## config.mk

```make
export PLATFORM = sky130hd
export DESIGN_NAME = usart_register_block_core
export DESIGN_NICKNAME = d
export VERILOG_FILES = /design/src/hdl/urb_pkg.sv /design/src/hdl/urb_frame_calc.sv /design/src/hdl/urb_regs.sv /design/src/hdl/usart_register_block_core.sv
export SDC_FILE = /design/constraint.sdc
export NUM_CORES = 1
export LEC_CHECK = 0
export BUFFER_PORTS_ARGS = -buffer_cell sky130_fd_sc_hd__buf_4
export CELL_PAD_IN_SITES_DETAIL_PLACEMENT = 0
export CELL_PAD_IN_SITES_GLOBAL_PLACEMENT = 1
export CORE_MARGIN = 4
export CORE_UTILIZATION = 53
export DETAILED_ROUTE_END_ITERATION = 8
export PLACE_DENSITY = 0.95
export SETUP_SLACK_MARGIN = 0.02
export SLEW_MARGIN = 20
export SYNTH_ARGS = -nofsm -noshare
export SYNTH_HDL_FRONTEND = slang
export SYNTH_SLANG_ARGS = --single-unit
export TNS_END_PERCENT = 50
```

## constraint.sdc

```tcl
create_clock -name clk -period 18.1 [get_ports clk]
set_input_delay 0.905 -clock clk [delete_from_list [all_inputs] [get_ports clk]]
set_output_delay 0.905 -clock clk [all_outputs]
set_load 0.1 [all_outputs]
```

## src/hdl/urb_pkg.sv

```systemverilog
// ----------------------------------------------------------------------------
// urb_pkg
// Types, codes and helpers of the USART register block.
// ----------------------------------------------------------------------------
package urb_pkg;

    localparam int FRAME_W = 27;

    // request functions
    localparam logic [1:0] FUNC_READ  = 2'd0;
    localparam logic [1:0] FUNC_WRITE = 2'd1;
    localparam logic [1:0] FUNC_TICK  = 2'd2;
    localparam logic [1:0] FUNC_ACK   = 2'd3;

    // register offsets
    localparam logic [2:0] ADDR_DATA   = 3'd0;
    localparam logic [2:0] ADDR_STATUS = 3'd1;
    localparam logic [2:0] ADDR_CTRLA  = 3'd3;
    localparam logic [2:0] ADDR_CTRLB  = 3'd4;
    localparam logic [2:0] ADDR_CTRLC  = 3'd5;
    localparam logic [2:0] ADDR_BAUDA  = 3'd6;
    localparam logic [2:0] ADDR_BAUDB  = 3'd7;

    // STATUS bits
    localparam int ST_RXCIF  = 7;
    localparam int ST_TXCIF  = 6;
    localparam int ST_DREIF  = 5;
    localparam int ST_BUFOVF = 3;
    localparam int ST_RXB8   = 0;
    localparam logic [7:0] STATUS_RESET = 8'h20;

    // CTRLB bits
    localparam int CB_RXEN  = 4;
    localparam int CB_TXEN  = 3;
    localparam int CB_CLK2X = 2;
    localparam int CB_TXB8  = 0;

    typedef struct packed {
        logic [1:0] func;
        logic [2:0] address;
        logic [7:0] write_data;
        logic       rx_valid;
        logic [8:0] rx_data;
        logic       tx_ready;
    } urb_req_t;

    typedef struct packed {
        logic [7:0] read_data;
        logic       tx_valid;
        logic [8:0] tx_data;
        logic       rx_taken;
        logic [1:0] irq_rxc_level;
        logic [1:0] irq_txc_level;
        logic [1:0] irq_dre_level;
    } urb_rsp_t;

    // configuration that sets the frame time
    typedef struct packed {
        logic [4:0]  ctrl_b;
        logic [7:0]  ctrl_c;
        logic [11:0] baud_select;
        logic [3:0]  baud_scale;
    } urb_cfg_t;

    // mask of the data bits for a CHSIZE code
    function automatic logic [8:0] data_mask(input logic [2:0] chsize);
        logic [8:0] m;
        unique case (chsize)
            3'd0:    m = 9'h01F;
            3'd1:    m = 9'h03F;
            3'd2:    m = 9'h07F;
            3'd3:    m = 9'h0FF;
            default: m = 9'h1FF;
        endcase
        return m;
    endfunction

endpackage

```

## src/hdl/urb_frame_calc.sv

```systemverilog
// ----------------------------------------------------------------------------
// urb_frame_calc
// Frame time in peripheral ticks: frame bits times oversampled bit time.
// ----------------------------------------------------------------------------
module urb_frame_calc (
    input  urb_pkg::urb_cfg_t              cfg,
    output logic [urb_pkg::FRAME_W-1:0]    frame_ticks
);
    import urb_pkg::*;

    logic [2:0]  chsize;
    logic [3:0]  data_bits;
    logic [3:0]  bits_per_frame;
    logic [2:0]  neg_shift;
    logic [19:0] per_bit;
    logic [23:0] per_bit_os;
    logic [27:0] product;

    assign chsize = cfg.ctrl_c[2:0];

    always_comb
    begin
        data_bits  = (chsize == 3'd7) ? 4'd9 : ({1'b0, chsize} + 4'd5);
        bits_per_frame = 4'd1 + data_bits + {3'd0, (cfg.ctrl_c[5:4] != 2'd0)}
                         + (cfg.ctrl_c[3] ? 4'd2 : 4'd1);
        neg_shift  = 3'd0 - cfg.baud_scale[2:0];
        if (!cfg.baud_scale[3])
        begin
            per_bit = ({8'd0, cfg.baud_select} + 20'd1) << cfg.baud_scale[2:0];
        end
        else
        begin
            per_bit = {8'd0, (cfg.baud_select >> neg_shift)} + 20'd1;
        end
        per_bit_os = cfg.ctrl_b[CB_CLK2X] ? {1'b0, per_bit, 3'd0} : {per_bit, 4'd0};
        product    = {24'd0, bits_per_frame} * {4'd0, per_bit_os};
    end

    assign frame_ticks = product[FRAME_W-1:0];

endmodule

```

## src/hdl/urb_regs.sv

```systemverilog
// ----------------------------------------------------------------------------
// urb_regs
// Register file, flags and frame countdowns; one request per step.
// ----------------------------------------------------------------------------
module urb_regs (
    input  logic                           clk,
    input  logic                           rst_n,
    input  logic                           step,
    input  urb_pkg::urb_req_t              item,
    input  logic [urb_pkg::FRAME_W-1:0]    frame_ticks,
    output urb_pkg::urb_cfg_t              cfg,
    output urb_pkg::urb_rsp_t              rsp_next
);
    import urb_pkg::*;

    logic [7:0]         status_reg,   status_next;
    logic [4:0]         ctrl_b_reg,   ctrl_b_next;
    logic [7:0]         ctrl_c_reg,   ctrl_c_next;
    logic [5:0]         levels_reg,   levels_next;
    logic [11:0]        bsel_reg,     bsel_next;
    logic [3:0]         bscale_reg,   bscale_next;
    logic [7:0]         rx_buf_reg,   rx_buf_next;
    logic [7:0]         tx_buf_reg,   tx_buf_next;
    logic [FRAME_W-1:0] rx_wait_reg,  rx_wait_next;
    logic [FRAME_W-1:0] tx_wait_reg,  tx_wait_next;

    logic [8:0]  mask;
    logic [8:0]  rx_char;
    logic [2:0]  cs_clean;
    logic [1:0]  pm_clean;
    logic [3:0]  sc_clean;
    logic [11:0] bsel_new;

    assign mask    = data_mask(ctrl_c_reg[2:0]);
    assign rx_char = item.rx_data & mask;

    assign cfg.ctrl_b      = ctrl_b_reg;
    assign cfg.ctrl_c      = ctrl_c_reg;
    assign cfg.baud_select = bsel_reg;
    assign cfg.baud_scale  = bscale_reg;

    always_comb
    begin
        status_next  = status_reg;
        ctrl_b_next  = ctrl_b_reg;
        ctrl_c_next  = ctrl_c_reg;
        levels_next  = levels_reg;
        bsel_next    = bsel_reg;
        bscale_next  = bscale_reg;
        rx_buf_next  = rx_buf_reg;
        tx_buf_next  = tx_buf_reg;
        rx_wait_next = rx_wait_reg;
        tx_wait_next = tx_wait_reg;
        rsp_next     = '0;

        // CTRLC clean-up: CMODE forced to async, reserved sizes and PMODE 1 dropped
        cs_clean = item.write_data[2:0];
        if (cs_clean > 3'd3 && cs_clean != 3'd7)
        begin
            cs_clean = 3'd3;
        end
        pm_clean = (item.write_data[5:4] == 2'd1) ? 2'd0 : item.write_data[5:4];
        sc_clean = (item.write_data[3:0] == 4'h8) ? 4'h0 : item.write_data[3:0];
        bsel_new = '0;

        unique case (item.func)
            FUNC_READ:
            begin
                unique case (item.address)
                    ADDR_DATA:
                    begin
                        rsp_next.read_data        = rx_buf_reg;
                        status_next[ST_RXCIF]     = 1'b0;
                        status_next[ST_BUFOVF]    = 1'b0;
                    end
                    ADDR_STATUS: rsp_next.read_data = status_reg;
                    ADDR_CTRLA:  rsp_next.read_data = {2'd0, levels_reg};
                    ADDR_CTRLB:  rsp_next.read_data = {3'd0, ctrl_b_reg};
                    ADDR_CTRLC:  rsp_next.read_data = ctrl_c_reg;
                    ADDR_BAUDA:  rsp_next.read_data = bsel_reg[7:0];
                    ADDR_BAUDB:  rsp_next.read_data = {bsel_reg[11:8], bscale_reg};
                    default:     rsp_next.read_data = 8'd0;
                endcase
            end
            FUNC_WRITE:
            begin
                unique case (item.address)
                    ADDR_DATA:
                    begin
                        if (status_reg[ST_DREIF])
                        begin
                            tx_buf_next           = item.write_data;
                            status_next[ST_DREIF] = 1'b0;
                        end
                    end
                    ADDR_STATUS:
                    begin
                        status_next[ST_RXB8] = item.write_data[ST_RXB8];
                        if (item.write_data[ST_TXCIF])
                        begin
                            status_next[ST_TXCIF] = 1'b0;
                        end
                        if (item.write_data[ST_RXCIF])
                        begin
                            status_next[ST_RXCIF] = 1'b0;
                        end
                    end
                    ADDR_CTRLA: levels_next = item.write_data[5:0];
                    ADDR_CTRLB: ctrl_b_next = item.write_data[4:0];
                    ADDR_CTRLC: ctrl_c_next = {2'd0, pm_clean, item.write_data[3], cs_clean};
                    ADDR_BAUDA:
                    begin
                        bsel_new  = {bsel_reg[11:8], item.write_data};
                        bsel_next = bsel_new;
                        if (bsel_new == 12'd0)
                        begin
                            bscale_next = 4'd0;
                        end
                    end
                    ADDR_BAUDB:
                    begin
                        bsel_new    = {item.write_data[7:4], bsel_reg[7:0]};
                        bsel_next   = bsel_new;
                        bscale_next = (bsel_new == 12'd0) ? 4'd0 : sc_clean;
                    end
                    default: ;
                endcase
            end
            FUNC_TICK:
            begin
                if (rx_wait_reg != '0)
                begin
                    rx_wait_next = rx_wait_reg - FRAME_W'(1);
                end
                if (tx_wait_reg != '0)
                begin
                    tx_wait_next = tx_wait_reg - FRAME_W'(1);
                end
                if (ctrl_b_reg[CB_RXEN] && rx_wait_next == '0 && item.rx_valid)
                begin
                    rsp_next.rx_taken = 1'b1;
                    rx_wait_next      = frame_ticks;
                    if (status_reg[ST_RXCIF])
                    begin
                        status_next[ST_BUFOVF] = 1'b1;
                    end
                    else
                    begin
                        rx_buf_next           = rx_char[7:0];
                        status_next[ST_RXB8]  = rx_char[8];
                        status_next[ST_RXCIF] = 1'b1;
                    end
                end
                if (ctrl_b_reg[CB_TXEN] && !status_reg[ST_DREIF] &&
                    tx_wait_next == '0 && item.tx_ready)
                begin
                    rsp_next.tx_valid     = 1'b1;
                    rsp_next.tx_data      = {ctrl_b_reg[CB_TXB8], tx_buf_reg} & mask;
                    tx_wait_next          = frame_ticks;
                    status_next[ST_DREIF] = 1'b1;
                    status_next[ST_TXCIF] = 1'b1;
                end
            end
            FUNC_ACK:
            begin
                status_next[ST_TXCIF] = 1'b0;
            end
            default: ;
        endcase

        rsp_next.irq_rxc_level = status_next[ST_RXCIF] ? levels_next[5:4] : 2'd0;
        rsp_next.irq_txc_level = status_next[ST_TXCIF] ? levels_next[3:2] : 2'd0;
        rsp_next.irq_dre_level = status_next[ST_DREIF] ? levels_next[1:0] : 2'd0;
    end

    always_ff @(posedge clk or negedge rst_n)
    begin
        if (!rst_n)
        begin
            status_reg  <= STATUS_RESET;
            ctrl_b_reg  <= '0;
            ctrl_c_reg  <= '0;
            levels_reg  <= '0;
            bsel_reg    <= '0;
            bscale_reg  <= '0;
            rx_buf_reg  <= '0;
            tx_buf_reg  <= '0;
            rx_wait_reg <= '0;
            tx_wait_reg <= '0;
        end
        else if (step)
        begin
            status_reg  <= status_next;
            ctrl_b_reg  <= ctrl_b_next;
            ctrl_c_reg  <= ctrl_c_next;
            levels_reg  <= levels_next;
            bsel_reg    <= bsel_next;
            bscale_reg  <= bscale_next;
            rx_buf_reg  <= rx_buf_next;
            tx_buf_reg  <= tx_buf_next;
            rx_wait_reg <= rx_wait_next;
            tx_wait_reg <= tx_wait_next;
        end
    end

endmodule

```

## src/hdl/usart_register_block_core.sv

```systemverilog
// ----------------------------------------------------------------------------
// usart_register_block_core
// Asynchronous USART register block with registered request and result.
// ----------------------------------------------------------------------------
// Usage:
//   Request channel (req_valid / req_stall / req) carries one bus read, bus
//   write, peripheral clock tick or TXC acknowledge per request. Result
//   channel (rsp_valid / rsp_stall / rsp) returns exactly one result per
//   request, in order: read data, transmitted character, receive-consumed
//   flag and the three interrupt levels.
//   A request is held in the request register, then its result in the
//   result register (two register stages).
//   Throughput: one request per cycle while no result is stalled; the
//   register update and frame-time multiply (4 x 24 bit) sit between stages.
//   Stall: while rsp_stall holds a pending result, the request register
//   keeps its request and req_stall rises only if that register is full,
//   so one more request is taken while a result waits.
//   Reset: rst_n clears both stages and puts the register file in its
//   reset state (STATUS = DRE set, everything else zero, frame = 112).
// ----------------------------------------------------------------------------
module usart_register_block_core (
    input  logic               clk,
    input  logic               rst_n,
    input  logic               req_valid,
    output logic               req_stall,
    input  urb_pkg::urb_req_t  req,
    output logic               rsp_valid,
    input  logic               rsp_stall,
    output urb_pkg::urb_rsp_t  rsp
);
    import urb_pkg::*;

    urb_req_t           req_reg;
    logic               req_valid_reg;
    urb_rsp_t           rsp_reg;
    logic               rsp_valid_reg;
    urb_rsp_t           rsp_next;
    urb_cfg_t           cfg;
    logic [FRAME_W-1:0] frame_ticks;
    logic               advance;
    logic               step;

    // result register free or being drained this cycle
    assign advance   = !rsp_valid_reg || !rsp_stall;
    assign step      = req_valid_reg && advance;
    assign req_stall = req_valid_reg && !advance;

    // frame time follows the live configuration registers
    urb_frame_calc u_frame_calc (
        .cfg         (cfg),
        .frame_ticks (frame_ticks)
    );

    urb_regs u_regs (
        .clk         (clk),
        .rst_n       (rst_n),
        .step        (step),
        .item        (req_reg),
        .frame_ticks (frame_ticks),
        .cfg         (cfg),
        .rsp_next    (rsp_next)
    );

    // request register
    always_ff @(posedge clk or negedge rst_n)
    begin
        if (!rst_n)
        begin
            req_valid_reg <= 1'b0;
        end
        else if (!req_stall)
        begin
            req_valid_reg <= req_valid;
        end
    end

    always_ff @(posedge clk)
    begin
        if (req_valid && !req_stall)
        begin
            req_reg <= req;
        end
    end

    // result register
    always_ff @(posedge clk or negedge rst_n)
    begin
        if (!rst_n)
        begin
            rsp_valid_reg <= 1'b0;
        end
        else if (advance)
        begin
            rsp_valid_reg <= req_valid_reg;
        end
    end

    always_ff @(posedge clk)
    begin
        if (step)
        begin
            rsp_reg <= rsp_next;
        end
    end

    assign rsp_valid = rsp_valid_reg;
    assign rsp       = rsp_reg;

endmodule

```

Yosys cells after proc, flatten, opt, wreduce, memory -nomap -nowiden:

Cells that the tools add are included.

* flip-flop bits (word level): 159
* input port bits: 28
* output and inout port bits: 27

* add/sub/neg operators: 9
* $mul: 1
* $lt $le $gt $ge: 1
* equal/unequal tests: 22
* shift-type cells: 2
* muxes and demuxes: 41
* bitwise operators: 5
* reductions and logical operators: 39

Operator list (number)
* 2-to-1 mux 27 bit: 6
* one-hot mux 8 bit (7 select lines): 1
* logical NOT 27 bit: 2
* nonzero test 27 bit: 2
* subtractor 27 x 1 -> 27 bit, second input constant: 2
* one-hot mux 9 bit (4 select lines): 1
* multiplier 4 x 24 -> 27 bit: 1
* adder 12 x 1 -> 13 bit, second input constant: 2
* logical NOT 12 bit: 2
* 2-to-1 mux 24 bit: 1
* one-hot mux 12 bit (2 select lines): 1
* 2-to-1 mux 20 bit: 1
* AND reduction 4 bit: 5
* << shifter 20 x 3 -> 20 bit: 1
* bitwise AND 9 bit: 2
* 2-to-1 mux 4 bit: 4
* == test 3 bit, second input constant: 5
* 2-to-1 mux 1 bit: 12
* 2-to-1 mux 6 bit: 2
* right shift 12 x 3 -> 12 bit: 1
* 2-to-1 mux 10 bit: 1
* AND reduction 5 bit: 2
* == test 3 x 2 -> 1 bit, second input constant: 3
* logical AND 1 bit: 9
* other kinds (26): 51

Longest topological paths before layout:

* word-level depth: 8
* gate-level depth with buffers: 30

Cells and area by module:

A second synthesis with hierarchy kept.

* cells, all modules: 1644
* area total of the unflattened synthesis: 14218.6 um2

By module, submodules not included
* urb_regs: times used 1, cells an instance 859, area each 7350.8 um2
* urb_frame_calc: times used 1, cells an instance 728, area each 5303.8 um2
* usart_register_block_core: times used 1, cells an instance 57, area each 1564.0 um2

Worst setup path before layout:

Ideal clock, no wire load.

* path kind: register to register
* start point: register u_regs.bscale_reg[1]
* end point: register u_regs.rx_wait_reg[25]
* data arrival time: 7175 ps
* setup slack: 10799 ps
* cell stages (with the launch flop): 30
* clock period less this slack: 7301 ps
* path through: dfrtp_1 -> clkbuf_1 -> clkinv_1 -> ha_1 -> clkbuf_1 -> clkbuf_1 -> mux2i_1 -> mux4_2 -> inv_1 -> ha_1 -> nand2_1 -> nor3_1 -> nand2_1 -> xor2_1 -> a21oi_1 -> o32ai_1 -> fa_1 -> inv_1 -> fa_1 -> inv_1 -> ha_1 -> a21o_1 -> a2111oi_0 -> nand3_1 -> a31o_2 -> o41ai_1 -> o21bai_1 -> a21oi_1 -> xnor2_1 -> a221o_1

* word-level cells in the longest chain between the ends: 7
* elaborated cells between the ends (all ways): 8

Ends and longest elaborated chain
* start: declaration: line urb_regs.sv:21 `logic [3:0] bscale_reg, bscale_next;`
* start signal: assignment: line urb_regs.sv:198 `bscale_reg <= bscale_next;`
* subtractor 1 x 3 -> 3 bit: line urb_frame_calc.sv:26 `neg_shift = 3'd0 - cfg.baud_scale[2:0];`
* right shift 12 x 3 -> 12 bit: line urb_frame_calc.sv:33 `per_bit = {8'd0, (cfg.baud_select >> neg_shift)} + 20'd1;`
* adder 12 x 1 -> 13 bit: line urb_frame_calc.sv:33
* 2-to-1 mux 20 bit *: line urb_frame_calc.sv:27 `if (!cfg.baud_scale[3])`
* 2-to-1 mux 24 bit *: line urb_frame_calc.sv:35 `per_bit_os = cfg.ctrl_b[CB_CLK2X] ? {1'b0, per_bit, 3'd0} : {per_bit, 4'd0};`
* multiplier 4 x 24 -> 27 bit *: line urb_frame_calc.sv:36 `product = {24'd0, bits_per_frame} * {4'd0, per_bit_os};`
* 2-to-1 mux 27 bit *: line urb_regs.sv:139 `if (ctrl_b_reg[CB_RXEN] && rx_wait_next == '0 && item.rx_valid)`
* end signal: assignment: line urb_regs.sv:201 `rx_wait_reg <= rx_wait_next;`
* end: declaration: line urb_regs.sv:24 `logic [FRAME_W-1:0] rx_wait_reg, rx_wait_next;`

Mark *: on every way between the ends. The rest lies on a longest branch, timed or not.
A chain may end at the register's enable or synchronous reset.

Worst setup path in the final report:

Same ends and word-level chain as after synthesis.

==> run_results.csv <==
group,metric,value,unit
critical_path,worstPathArrival,8.74,ns
timing,finClkSkew,0.0167,ns
routing,ant_nets,0,
min_path,hold_path_class,"primary input to asynchronous set/reset pin",
critical_path,critPathCaptureType,"flip-flop",
clocking,clock_latency,0.44,ns
clocking,path_clk_slew,0.07,ns
logic_synthesis,ys_top_cells_by_area,"dfrtp_1 (20%), edfxtp_1 (11%), fa_1 (5.8%), ha_1 (4.5%), a21oi_1 (4.2%)",
logic_synthesis,syn-num-nets,1667,
timing,drv_slew,0,
critical_path,path_delay_family,"compound AO/OA/AOI/OAI gates",
global_routing,grt-ovfl-total,0,
timing,fin_tns_setup,0,ns
placed_design,hpwl,27.1,mm
logic_synthesis,ys_ff_latch,159,
power,pwr-share-comb,0.599,
timing,worst_pin_slew,0.959,ns
timing,whs,0.445,ns
power,ir_drop,0.142,mV
logic_synthesis,dominantRegCellSynth,"dfrtp_1",
logic_synthesis,syn_area,13400,µm²
routing,firstDrtPassIters,6,
timing,layout_min_cycle_time,8.42,ns
logic_synthesis,synth_edf_count,49,
critical_path,path_class,"flip-flop to flip-flop",
global_routing,grt_max_degree,72,
power,leakagePower,6.05,nW
die,io_pins,55,
critical_path,critPathRequiredTime,18.42,ns
timing,fmax,0.119,GHz
logic_synthesis,yosys.area.top_type,"dfrtp_1",
power,powerDensity,155,nW/µm²
clocking,cts_buffers,17,
die,rows,57,
power,clockPowerShare,0.161,
routing,vias,11900,
clocking,ctsResizeCount,0,
cells_and_area,drive_gt1_frac,0.119,
cells_and_area,fin_nets,1659,
cells_and_area,mostFrequentLayoutCells,"nor2_1 (146), nand2_1 (134), inv_1 (121)",
logic_synthesis,ys_async_sr_fraction,0.692,
critical_path,path_max_fanout,25,
timing,finalHoldViolations,0,
clocking,clock-sinks,159,
clocking,cts_max_level,4,
cells_and_area,layout.cells.most_common,"nor2_1",
die,core_area,24600,µm²
logic_synthesis,ys_types,89,
global_routing,antenna_found_initial,1,
clocking,cts_tree,"yes",
routing,post_drt_wl_per_cell,19.8,µm
power,power_frac_seq,0.240,
timing,rsz0062_at_grt,"no",
critical_path,max_stage_delay,0.85,ns
logic_synthesis,syn_inst,1552,
status,status,"finished clean",
power,swShare,0.515,
placed_design,dp_cells,1849,
flow_run,maxCapViolations,0,
timing,finalCritPeriodShare,0.465,
die,die_y,167,µm
clocking,clock_path_buffers,2,
logic_synthesis,yosysSeqAreaShare,0.316,
global_routing,grt_pass1_wl,61.2,mm
routing,drtIter0Drc,1135,
placed_design,place_congestion,0.954,
cells_and_area,antennaDiodeCount,0,
power,p_sw,0.00116,W
timing,maxSlewHeadroom,0.357,
power,intPower,0.00109,W
die,die_w,167,µm
clocking,root_buffer,"clkbuf_16",
placed_design,portBuffers,54,
die,die-area,27800,µm²
cells_and_area,final_cells,1881,
cells_and_area,area_growth,8.18,%
logic_synthesis,synth_top_area_share,0.204,
die,initial_core_util,0.544,
clocking,cts_setup_buffers,0,
clocking,cts-hold-fix-buffers,0,
routing,drc,0,
critical_path,startpoint_type,"flip-flop",
cells_and_area,nFillCells,2174,
global_routing,grt_pass1_vias,11500,
logic_synthesis,synth.yosys.warnings,0,
routing,via_per_inst,6.31,
critical_path,slowest_stage,"ha_1",
logic_synthesis,syn_avg_cell_area,8.62,µm²
critical_path,critical_path_buf_inv_count,4,
timing,setup_viol,0,
routing,wirelength,37.2,mm
global_routing,grt.total_usage,0.265,
[through the flow]
stage               setup slack, ns  utilization  area, µm²  power (W)
floorplan                     10.80            -      13400    0.00149
global placement              10.13        0.564      13900    0.00184
finish                         9.68        0.588      14500    0.00224
global route                   9.04        0.588      14500    0.00243
detailed placement             9.78        0.564      13900    0.00188
CTS                            9.76        0.588      14500    0.00224
[kinds of logic after synthesis]
family	share of synthesized area
xor+xnor	0.0321
flops	0.316
fa+ha+maj	0.103
simple gates	0.220
mux	0.0845
buf+inv	0.0635
compound gates	0.180
[path summary, 6_finish.rpt]
kind                                          end  depth (start not counted)  slack [ns]            startpoint
max in group asynchronous    u_regs.bscale_reg[3]                          2       16.25                 rst_n
min in group clk             u_regs.rx_buf_reg[0]                          1        0.48            req_reg[1]
hold / removal              u_regs.rx_wait_reg[8]                          1        0.45                 rst_n
setup reg to reg           u_regs.rx_wait_reg[25]                         26        9.68  u_regs.bscale_reg[1]
hold reg to reg              u_regs.rx_buf_reg[0]                          1        0.48            req_reg[1]
setup / recovery           u_regs.rx_wait_reg[25]                         26        9.68  u_regs.bscale_reg[1]
[synthesized netlist by cell type, types with 12 or more instances]
cell / n
edfxtp_1: 49
dfrtp_1: 109
nand2b_1: 22
mux4_2: 12
nand3_1: 43
clkbuf_1: 68
ha_1: 48
fa_1: 39
mux2_2: 39
nor2_1: 147
nor4_1: 19
or2_2: 13
o32ai_1: 12
o21ai_0: 99
nand2_1: 134
xor2_1: 22
and2_1: 16
nor3_1: 47
a31oi_1: 14
or3_1: 18
a21oi_1: 111
xnor2_1: 27
a21o_1: 15
a211oi_1: 20
nand4_1: 17
mux2i_1: 36
nor2b_1: 18
inv_1: 121
[layout make-up]
class | instances | area, µm² | share of cell area
timing repair buffer | 64 | 480 | 0.0332
sequential | 159 | 4230 | 0.292
inverter | 124 | 465 | 0.0322
tap | 324 | 405 | 0.0280
multi-input combinational | 1178 | 8310 | 0.574
clock inverter | 14 | 153 | 0.0106
clock buffer | 18 | 429 | 0.0297
[power groups by stage]
| stage | Sequential [W] | Combinational, W | Clock, W |
|---|---|---|---|
| after detailed placement | 0.000541 | 0.00133 | 0 |
| after CTS | 0.000535 | 0.00134 | 0.000363 |
| after global routing | 0.000550 | 0.00150 | 0.000379 |
| after floorplan | 0.000498 | 0.000995 | 0 |
| final | 0.000538 | 0.00134 | 0.000361 |
| after global placement | 0.000539 | 0.00131 | 0 |
[metal layers]
| metal | wire length (µm) | global-route usage | up-vias | part of all wire |
|---|---|---|---|---|
| li1 | - | - | 5572 | - |
| met1 | 16200 | 0.358 | 5801 | 0.43 |
| met2 | 18100 | 0.443 | 421 | 0.49 |
| met3 | 1840 | 0.0370 | 80 | 0.050 |
| met4 | 1120 | 0.0832 | 2 | 0.030 |
| met5 | 7 | 0 | - | 0.00019 |
Note: power is estimated with default switching activity, not from simulation.
